--- src/rtl/kex_pkg.sv ---
`timescale 1ns / 1ps
// shared types, constants and sequence tables for the key event encoder
package kex_pkg;

	localparam logic [7:0] ESC = 8'h1b;

	// one assembled byte sequence, up to eight bytes
	typedef struct packed {
		logic [7:0][7:0] bytes;
		logic [3:0]      len;
		logic            atomic;   // drop the utf-8 character when it does not fit
		logic            full_ovf; // FIFO full at a utf-8 start
	} seq_t;

	function automatic logic [7:0] fkey_num(input logic [2:0] i);
		logic [7:0] r;
		begin
			unique case (i)
				3'd0: r = 8'd15;
				3'd1: r = 8'd17;
				3'd2: r = 8'd18;
				3'd3: r = 8'd19;
				3'd4: r = 8'd20;
				3'd5: r = 8'd21;
				3'd6: r = 8'd23;
				default: r = 8'd24;
			endcase
			return r;
		end
	endfunction

	function automatic logic [3:0] fkey_mod(input logic [1:0] i);
		logic [3:0] r;
		begin
			unique case (i)
				2'd0: r = 4'd0;
				2'd1: r = 4'd2;
				2'd2: r = 4'd5;
				default: r = 4'd6;
			endcase
			return r;
		end
	endfunction

	// map a navigation scan code to its final code, zero when unknown
	function automatic logic [7:0] nav_code(input logic [7:0] sc);
		logic [7:0] r;
		begin
			unique case (sc)
				"H": r = "A";
				"P": r = "B";
				"K": r = "D";
				"M": r = "C";
				"R": r = "2";
				"S": r = "3";
				"G": r = "H";
				"O": r = "F";
				"I": r = "5";
				"Q": r = "6";
				default: r = 8'd0;
			endcase
			return r;
		end
	endfunction

	function automatic logic is_nav_vk(input logic [7:0] vk);
		return (vk == 8'h26) || (vk == 8'h28) || (vk == 8'h25) || (vk == 8'h27) ||
			(vk == 8'h24) || (vk == 8'h23) || (vk == 8'h2d) || (vk == 8'h2e) ||
			(vk == 8'h21) || (vk == 8'h22);
	endfunction

	// append one byte to a sequence
	function automatic seq_t push(input seq_t s, input logic [7:0] b);
		seq_t r;
		begin
			r = s;
			r.bytes[s.len[2:0]] = b;
			r.len = s.len + 4'd1;
			return r;
		end
	endfunction

	// ESC [ num? (; mod)? final, num always below thirty
	function automatic seq_t push_csi(input seq_t s, input logic [4:0] num,
		input logic [3:0] md, input logic [7:0] fin);
		seq_t r;
		logic [1:0] tens;
		logic [4:0] ones;
		begin
			// decimal digits by compare and subtract
			tens = (num >= 5'd20) ? 2'd2 : ((num >= 5'd10) ? 2'd1 : 2'd0);
			ones = num - ((num >= 5'd20) ? 5'd20 : ((num >= 5'd10) ? 5'd10 : 5'd0));
			r = push(s, ESC);
			r = push(r, "[");
			if (num >= 5'd10) r = push(r, 8'("0") + 8'(tens));
			if (num != 5'd0) r = push(r, 8'("0") + 8'(ones));
			if (md != 4'd0) begin
				r = push(r, ";");
				r = push(r, 8'("0") + 8'(md));
			end
			r = push(r, fin);
			return r;
		end
	endfunction

endpackage

--- src/rtl/kex_encode.sv ---
`timescale 1ns / 1ps
// translates one key event into its byte sequence
module kex_encode (
	input  logic              key_down,
	input  logic [15:0]       char_code,
	input  logic [7:0]        virtual_key,
	input  logic [7:0]        scan_code,
	input  logic              shift_held,
	input  logic              left_alt_held,
	input  logic              right_alt_held,
	input  logic              left_ctrl_held,
	input  logic              right_ctrl_held,
	input  logic              enhanced_flag,
	input  logic [1:0]        escape_mode,
	input  logic              fifo_empty,
	input  logic              fifo_full,
	output kex_pkg::seq_t     seq
);

	logic       dn, sh, la, ra, lc, rc, en, alt, ctrl, chz, nav;
	logic [7:0] vk, code, nc;
	logic [3:0] f, m, md;
	logic [2:0] m3;
	kex_pkg::seq_t s;

	always_comb begin
		s = '0;
		vk = virtual_key;
		dn = key_down; sh = shift_held; la = left_alt_held; ra = right_alt_held;
		lc = left_ctrl_held; rc = right_ctrl_held; en = enhanced_flag;
		chz = (char_code != 16'd0);
		code = 8'd0;
		f = 4'(vk - 8'h70);
		m3 = '0; m = '0; md = '0; nc = '0;
		// alt-code key release acts as a clean press
		if (!dn && vk == 8'h12 && chz) begin
			dn = 1'b1; sh = 1'b0; la = 1'b0; ra = 1'b0; lc = 1'b0; rc = 1'b0; en = 1'b0;
		end
		if (char_code > 16'h1f && (lc | rc)) begin
			lc = 1'b0; rc = 1'b0;
			if (ra) ra = 1'b0; else la = 1'b0;
		end
		alt = la | ra;
		ctrl = lc | rc;
		nav = kex_pkg::is_nav_vk(vk) | en;
		md = kex_pkg::fkey_mod({ctrl, sh});
		m3 = {ctrl, alt, sh};
		m = (m3 != 3'd0) ? 4'(m3) + 4'd1 : 4'd0;
		nc = kex_pkg::nav_code(scan_code);
		if (!dn || vk == 8'h11 || vk == 8'h10) begin
			s = '0;
		end else if (vk == 8'h12) begin
			if (chz) s.atomic = 1'b1;
		end else if (char_code == 16'd9 && fifo_empty && sh) begin
			s = kex_pkg::push_csi(s, 5'd0, 4'd0, "Z");
		end else if (vk >= 8'h70 && vk <= 8'h7b) begin
			if (alt) s = kex_pkg::push(s, kex_pkg::ESC);
			if (f < 4'd4) begin
				if (md == 4'd0) begin
					s = kex_pkg::push(s, kex_pkg::ESC);
					s = kex_pkg::push(s, "O");
					s = kex_pkg::push(s, 8'("P") + 8'(f));
				end else begin
					s = kex_pkg::push_csi(s, 5'd1, md, 8'("P") + 8'(f));
				end
			end else begin
				s = kex_pkg::push_csi(s, 5'(kex_pkg::fkey_num(3'(f - 4'd4))), md, "~");
			end
		end else if (vk == 8'h1b && escape_mode == 2'd1) begin
			s = kex_pkg::push(s, 8'h03);
		end else if (vk == 8'h1b && escape_mode == 2'd2) begin
			s = kex_pkg::push_csi(s, 5'd0, 4'd0, "M");
		end else if (chz) begin
			if (alt) s = kex_pkg::push(s, kex_pkg::ESC);
			s.atomic = 1'b1;
		end else if (nav) begin
			if (nc >= "0" && nc <= "9")
				s = kex_pkg::push_csi(s, 5'(nc - 8'("0")), m, "~");
			else if (nc != 8'd0)
				s = kex_pkg::push_csi(s, (m != 4'd0) ? 5'd1 : 5'd0, m, nc);
		end else if (ctrl) begin
			if (vk >= "A" && vk <= "Z") code = vk - 8'h40;
			else if (vk >= 8'hdb && vk <= 8'hdd) code = vk - 8'hc0;
			else if (vk == 8'h32) code = 8'h00;
			else if (vk == 8'h36) code = 8'h1e;
			else if (vk == 8'hbd) code = 8'h1f;
			else code = 8'hff;
			if (code != 8'hff) begin
				if (alt) s = kex_pkg::push(s, kex_pkg::ESC);
				s = kex_pkg::push(s, code);
			end
		end
		seq = s;
		seq.full_ovf = 1'b0;
		seq.atomic = 1'b0;
		// append the character in utf-8; prefix bytes sit before it
		if (s.atomic) begin
			if (fifo_full && s.len == 4'd0) begin
				seq.full_ovf = 1'b1;
			end else if (char_code < 16'h80) begin
				seq = kex_pkg::push(s, char_code[7:0]);
				seq.atomic = 1'b0;
			end else if (char_code < 16'h800) begin
				seq = kex_pkg::push(s, {3'b110, char_code[10:6]});
				seq = kex_pkg::push(seq, {2'b10, char_code[5:0]});
				seq.atomic = 1'b1;
			end else begin
				seq = kex_pkg::push(s, {4'b1110, char_code[15:12]});
				seq = kex_pkg::push(seq, {2'b10, char_code[11:6]});
				seq = kex_pkg::push(seq, {2'b10, char_code[5:0]});
				seq.atomic = 1'b1;
			end
			seq.full_ovf = seq.full_ovf;
		end
	end

endmodule

--- src/rtl/key_event_to_xterm_sequence.sv ---
`timescale 1ns / 1ps
// top level: event encoder, byte FIFO memory and write sequencer
//
// Input channel (valid/stall) carries one word per item: kind 0 is a key
// event that appends its xterm byte sequence to an internal byte FIFO;
// kind 1 pops one byte. Each item yields exactly one result word on the
// output channel (bytes_added, overflow, out_byte, out_valid).
// A key event writes its sequence (at most 8 bytes) one byte per cycle
// through the single write port of the FIFO memory, then the done state
// registers its result word. A read item passes the read state (address,
// registered memory read) and the done state, which sets its result.
// The input stalls until the sequencer is back in idle, and while a
// result word waits under out_stall; no further item starts until it
// is taken. escape_mode is to be written through cfg_we/cfg_data while
// idle; the block does not enforce this. Reset clears head, count,
// escape_mode (to delete-line) and all valid flags; FIFO contents are
// undefined until written.
module key_event_to_xterm_sequence #(
	parameter int FIFO_DEPTH = 16
) (
	input  logic        clk,
	input  logic        arst_n,
	input  logic        cfg_we,
	input  logic [1:0]  cfg_data,
	input  logic        in_valid,
	output logic        in_stall,
	input  logic        kind,
	input  logic        key_down,
	input  logic [15:0] char_code,
	input  logic [7:0]  virtual_key,
	input  logic [7:0]  scan_code,
	input  logic        shift_held,
	input  logic        left_alt_held,
	input  logic        right_alt_held,
	input  logic        left_ctrl_held,
	input  logic        right_ctrl_held,
	input  logic        enhanced_flag,
	output logic        result_valid,
	input  logic        out_stall,
	output logic [3:0]  bytes_added,
	output logic        overflow,
	output logic [7:0]  out_byte,
	output logic        out_valid
);

	localparam int AW = (FIFO_DEPTH > 1) ? $clog2(FIFO_DEPTH) : 1;
	localparam int CW = $clog2(FIFO_DEPTH + 1);

	typedef enum logic [3:0] {
		ST_IDLE  = 4'b0001,
		ST_WRITE = 4'b0010,
		ST_READ  = 4'b0100,
		ST_DONE  = 4'b1000
	} state_t;

	state_t        state_q;
	logic [1:0]    esc_q;
	logic [AW-1:0] head_q;
	logic [CW-1:0] count_q;
	kex_pkg::seq_t seq_q, seq_c, seq_w;
	logic [3:0]    idx_q, added_q, tail_c;
	logic          ovf_q, full_c, empty_c, take, drop_c;
	logic [7:0]    mem [FIFO_DEPTH];
	logic [7:0]    rd_q;
	logic          rdv_q;
	logic [CW-1:0] room;
	logic [AW:0]   wsum;
	logic [AW-1:0] waddr;

	assign empty_c = (count_q == '0);
	assign full_c  = (count_q == CW'(FIFO_DEPTH));
	assign room    = CW'(FIFO_DEPTH) - count_q;
	assign take    = in_valid && !in_stall;
	assign in_stall = (state_q != ST_IDLE) || (result_valid && out_stall);

	kex_encode u_enc (
		.key_down, .char_code, .virtual_key, .scan_code, .shift_held,
		.left_alt_held, .right_alt_held, .left_ctrl_held, .right_ctrl_held,
		.enhanced_flag, .escape_mode(esc_q), .fifo_empty(empty_c),
		.fifo_full(full_c), .seq(seq_c)
	);

	// whole utf-8 character is dropped when it does not fit, prefix stays
	always_comb begin
		seq_w  = seq_c;
		tail_c = (seq_c.bytes[seq_c.len[2:0] - 3'd1][7:6] == 2'b10 &&
			seq_c.bytes[seq_c.len[2:0] - 3'd2][7:6] == 2'b10) ? 4'd3 : 4'd2;
		drop_c = seq_c.atomic && (room < CW'(seq_c.len));
		if (drop_c) seq_w.len = seq_c.len - tail_c;
	end

	assign wsum  = {1'b0, head_q} + (AW + 1)'(count_q);
	assign waddr = (wsum >= (AW + 1)'(FIFO_DEPTH)) ?
		AW'(wsum - (AW + 1)'(FIFO_DEPTH)) : AW'(wsum);

	// fifo memory: one byte written per cycle, registered read
	always_ff @(posedge clk) begin
		if (state_q == ST_WRITE && idx_q < seq_q.len && !full_c)
			mem[waddr] <= seq_q.bytes[idx_q[2:0]];
		rd_q <= mem[head_q];
	end

	// sequencer and fifo pointers
	always_ff @(posedge clk or negedge arst_n) begin
		if (!arst_n) begin
			state_q      <= ST_IDLE;
			esc_q        <= 2'd2;
			head_q       <= '0;
			count_q      <= '0;
			result_valid <= 1'b0;
			idx_q        <= '0;
			added_q      <= '0;
			ovf_q        <= 1'b0;
			rdv_q        <= 1'b0;
			seq_q        <= '0;
			bytes_added  <= '0;
			overflow     <= 1'b0;
			out_byte     <= '0;
			out_valid    <= 1'b0;
		end else begin
			if (cfg_we) esc_q <= cfg_data;
			if (result_valid && !out_stall && state_q != ST_DONE) result_valid <= 1'b0;
			unique case (state_q)
				ST_IDLE: begin
					if (take) begin
						idx_q   <= '0;
						added_q <= '0;
						rdv_q   <= 1'b0;
						if (kind) begin
							state_q <= ST_READ;
							ovf_q   <= 1'b0;
						end else begin
							state_q <= ST_WRITE;
							seq_q   <= seq_w;
							ovf_q   <= seq_c.full_ovf | drop_c;
						end
					end
				end
				ST_WRITE: begin
					if (idx_q < seq_q.len) begin
						idx_q <= idx_q + 4'd1;
						if (full_c) ovf_q <= 1'b1;
						else begin
							count_q <= count_q + CW'(1);
							added_q <= added_q + 4'd1;
						end
					end else begin
						state_q <= ST_DONE;
					end
				end
				ST_READ: begin
					state_q <= ST_DONE;
					if (!empty_c) begin
						rdv_q   <= 1'b1;
						count_q <= count_q - CW'(1);
						head_q  <= (head_q == AW'(FIFO_DEPTH - 1)) ? '0 : head_q + AW'(1);
					end
				end
				ST_DONE: begin
					if (!result_valid || !out_stall) begin
						result_valid <= 1'b1;
						bytes_added  <= added_q;
						overflow     <= ovf_q;
						out_byte     <= rdv_q ? rd_q : 8'd0;
						out_valid    <= rdv_q;
						state_q      <= ST_IDLE;
					end
				end
				default: state_q <= ST_IDLE;
			endcase
		end
	end

endmodule

--- config.mk ---
export PLATFORM = sky130hd
export DESIGN_NAME = key_event_to_xterm_sequence
export DESIGN_NICKNAME = d
export VERILOG_FILES = /design/src/rtl/kex_pkg.sv /design/src/rtl/kex_encode.sv /design/src/rtl/key_event_to_xterm_sequence.sv
export SDC_FILE = /design/constraint.sdc
export NUM_CORES = 1
export LEC_CHECK = 0
export ABC_AREA = 1
export BUFFER_PORTS_ARGS = -buffer_cell sky130_fd_sc_hd__buf_2
export CORE_ASPECT_RATIO = 0.5
export CORE_UTILIZATION = 45
export DETAILED_ROUTE_END_ITERATION = 16
export PLACE_DENSITY_LB_ADDON = 0.15
export SYNTH_ARGS = -nofsm -noshare
export SYNTH_HDL_FRONTEND = slang
export SYNTH_SLANG_ARGS = --single-unit
--- constraint.sdc ---
create_clock -name clk -period 4.6 [get_ports clk]
set_input_delay 0.92 -clock clk [delete_from_list [all_inputs] [get_ports clk]]
set_output_delay 0.92 -clock clk [all_outputs]
set_load 0.01 [all_outputs]
==> results by group <==
Worst setup path
  – CP startpoint kind: input port
  – CP max-delay cell: ha_4
  – Reg2Reg Launch Point: count_q[0]
  – WP data arrival: between 5000 and 6000 ps
  – Worst Setup Path Type: in2reg
  – Most frequent CP cell: nand2_4
  – Crit path to: seq_q[3]
  – WP data required: 5030 ps
  – Flop-to-flop setup slack: -80 ps
  – Critical Path Fanout Max: 6
  – Crit-path max cell delay: about 270 ps
  – Worst r2r dst: seq_q[3]
  – Worst R2R Path Depth: 33
  – Worst Setup End Kind: flop
  – Critical path origin: char_code[0]

Timing
  – Final Critical Period: ~5200 ps
  – Worst hold slack: 358.7 ps
  – # setup viols final: 30
  – RSZ-0062 raised after global routing: yes
  – Final WS setup: -582.5 ps
  – Max_slew headroom: 0.4263
  – FMAX: a little under 0.2 GHz
  – Hold Fails Final Rpt: 0
  – Worst-margin pin slew: between 800 and 900 ps
  – Tcrit/Tclk final: 1.127
  – Final clock skew: 24.26 ps
  – Final Max Slew Viols: 0

Placed design
  – PortBufs: 62
  – Placed cell count: 3712
  – Post-DP HPWL: about 62000 um
  – Global placement routability congestion: approximately 1.0
  – Setup WS pre-CTS: -1252 ps

Routing
  – DR vias/cell: between 5 and 6
  – Final wirelength: 81710 um
  – WL per Instance: 21.49 um
  – DRC violations left: 0
  – Total number of vias: ~22000
  – DRT iter0 DRCs: 2401
  – Detail Route Antenna Nets: 0
  – Drt pass-1 iters: 6

Synthesis
  – Synth warn: 0
  – Mean Syn Cell Area: 7.146 um^2
  – Area leader, netlist: edfxtp_1
  – Top_reg_cell synth: edfxtp_1
  – Mapped cell area: between 0.015 and 0.02 mm^2
  – Post-synth cell types: 73
  – Gate Count Post-Synth: around 2700
  – Yosys top cell area share: 0.1980
  – Top-count cell post-synth: nand2_1
  – Sequential element share of the synthesized area: 0.3457
  – Ys async rst share: 0.4426
  – Synth cell count leaders: 557 x nand2_1, 335 x nor2_1, 239 x inv_1, 239 x o21ai_0, 201 x nand3_1
  – Top cells by area, synth: edfxtp_1 20%, dfrtp_1 14%, nand2_1 11%, nor2_1 6.5%, o21ai_0 6.2%
  – Post-synthesis sequential element count: between 200 and 250
  – Post-synth EDFFs: approximately 130

Global routing
  – Largest net degree at the start of global routing: 49
  – GRT Resource Usage Total: 0.3659
  – Met3 usage: 0.06421
  – Grt peak-use layer: met2
  – Total congestion overflow: 0
  – Met1 Track Usage GR: 0.5082
  – Antenna violations before repair: 0
  – Number of global-route vias before repair: just over 20000
  – GR Util met2: 0.5625
  – First-pass GRT wire length: 122600 um

Floorplanning
  – Rows: between 50 and 60
  – IO Pins: between 60 and 70
  – Die area: around 0.044 mm^2
  – Die Wd: ~300 um
  – Initial core utilization: 0.4595
  – Core footprint: around 0.042 mm^2
  – Chip height: approximately 150 um

Finish
  – N_diodes: 0
  – Total of fill cells in the finished design: slightly below 4000
  – Share of cells above drive strength 1: 0.3010
  – Layout net count: around 3300
  – Post-Layout Cell Count: 3803
  – P&R area growth vs syn: 34.50%

Clock network
  – Sinks on Clock Net: between 200 and 250
  – Clock latency on the worst-skew pair: approximately 560 ps
  – Clock-pin slew on the worst setup and hold paths: about 60 ps
  – # H-tree levels: 1
  – CTS max path bufs: 3
  – Total CTS buffers: 25
  – TritonCTS clock tree: done
  – Root Buffer: clkbuf_16

Outcome
  – Status: finished, violations left
  – Failing checks: negative setup slack

Hold path
  – Worst min path class: in2async

Power
  – Power Dens Cells: 390.3 mW/mm^2
  – VDD IR-drop max: roughly 0.00032 V
  – Lkg Pwr: 11.74 nW

Job
  – Max Cap Viol: 0
==> per-stage QoR <==
step	total power [mW]	utilization	area [um^2]	TNS, ps
after global placement	7.716	0.5641	23830	-35410
after global routing	10.79	0.6180	26110	-15950
final	10.19	0.6180	26110	-4588
after detailed placement	7.785	0.5641	23830	-40170
after CTS	9.994	0.5934	25070	-2706
after floorplan	5.954	-	19760	-17110
==> placed cells by master (no fill, tap or decap), types with 33 or more instances in the layout <==
| cell | synthesis | final |
|---|---|---|
| a21oi_1 | 170 | 137 |
| a21oi_2 | 4 | 33 |
| buf_2 | 29 | 54 |
| buf_4 | 3 | 487 |
| dfrtp_1 | 106 | 104 |
| edfxtp_1 | 128 | 128 |
| ha_1 | 61 | 50 |
| inv_1 | 239 | 223 |
| inv_2 | 32 | 34 |
| nand2_1 | 557 | 501 |
| nand2_2 | 19 | 60 |
| nand3_1 | 201 | 183 |
| nand4_1 | 36 | 36 |
| nor2_1 | 335 | 319 |
| nor3_1 | 37 | 37 |
| o211ai_1 | 55 | 55 |
| o21ai_0 | 239 | 212 |
| o21ai_1 | 29 | 36 |
==> what timing repair did <==
item	CTS	global route
setup buffers	19	27
gates resized for setup	68	218
hold buffers	0	0
endpoints found under the setup margin	46	55
pin swaps	48	120
cloned	0	3
==> registers in the layout, indices dropped and copies added, names as in the netlist, 5 cells and up <==
signal,flops
count_q,5
seq_q,68
mem,128
rd_q,8
out_byte,8
==> per-layer routing <==
metal	up-vias	share of wire
met4	0	0.050
met5	-	0
met1	10229	0.43
met2	1060	0.42
li1	10298	-
met3	238	0.095
==> critical path, delay by kind of cell <==
kind                       cells  cell delay, ps
AOI/OAI and AO/OA              6             680
adders and majority gates      4             850
buffers and inverters          7             660
and+or+nand+nor               28            2490
==> final cells by class <==
type | instances | area (um^2) | share of cell area
clock inverters | 19 | 222.7 | 0.008531
inverters | 286 | 1146 | 0.04390
well taps | 577 | 721.9 | 0.02766
clock buffers | 27 | 633.1 | 0.02425
repair buffers | 591 | 4629 | 0.1773
multi-input cells | 2059 | 12040 | 0.4612
flip-flops and latches | 244 | 6711 | 0.2571
==> kinds of logic after synthesis <==
family                   synth area share
other                           0.0003869
multiplexers                     0.007736
flip-flops                         0.3457
XOR/XNOR                         0.008123
buffers and inverters             0.08677
AO/OA/AOI/OAI                      0.2078
adder cells (fa/ha/maj)           0.04448
AND/OR/NAND/NOR                    0.2991
==> power breakdown <==
part | internal [mW] | switching (mW) | total [mW]
Sequential | 3.15 | 0.296 | 3.44
Combinational | 1.61 | 3.01 | 4.61
Clock | 1.24 | 0.897 | 2.13
Total | 5.99 | 4.20 | 10.2
==> worst min-delay path by stage <==
| stage | startpoint | to | slack (ps) | cells after the start |
|---|---|---|---|---|
| floorplan | rd_q[0] | out_byte[0] | 430 | 2 |
| global placement | rd_q[2] | out_byte[2] | 440 | 2 |
| detailed placement | rd_q[4] | out_byte[4] | 430 | 2 |
| CTS | arst_n | seq_q[54] | 340 | 1 |
| global route | arst_n | seq_q[2] | 390 | 1 |
| finish | arst_n | seq_q[2] | 360 | 1 |
No activity file was read; power rests on OpenSTA's default activity.
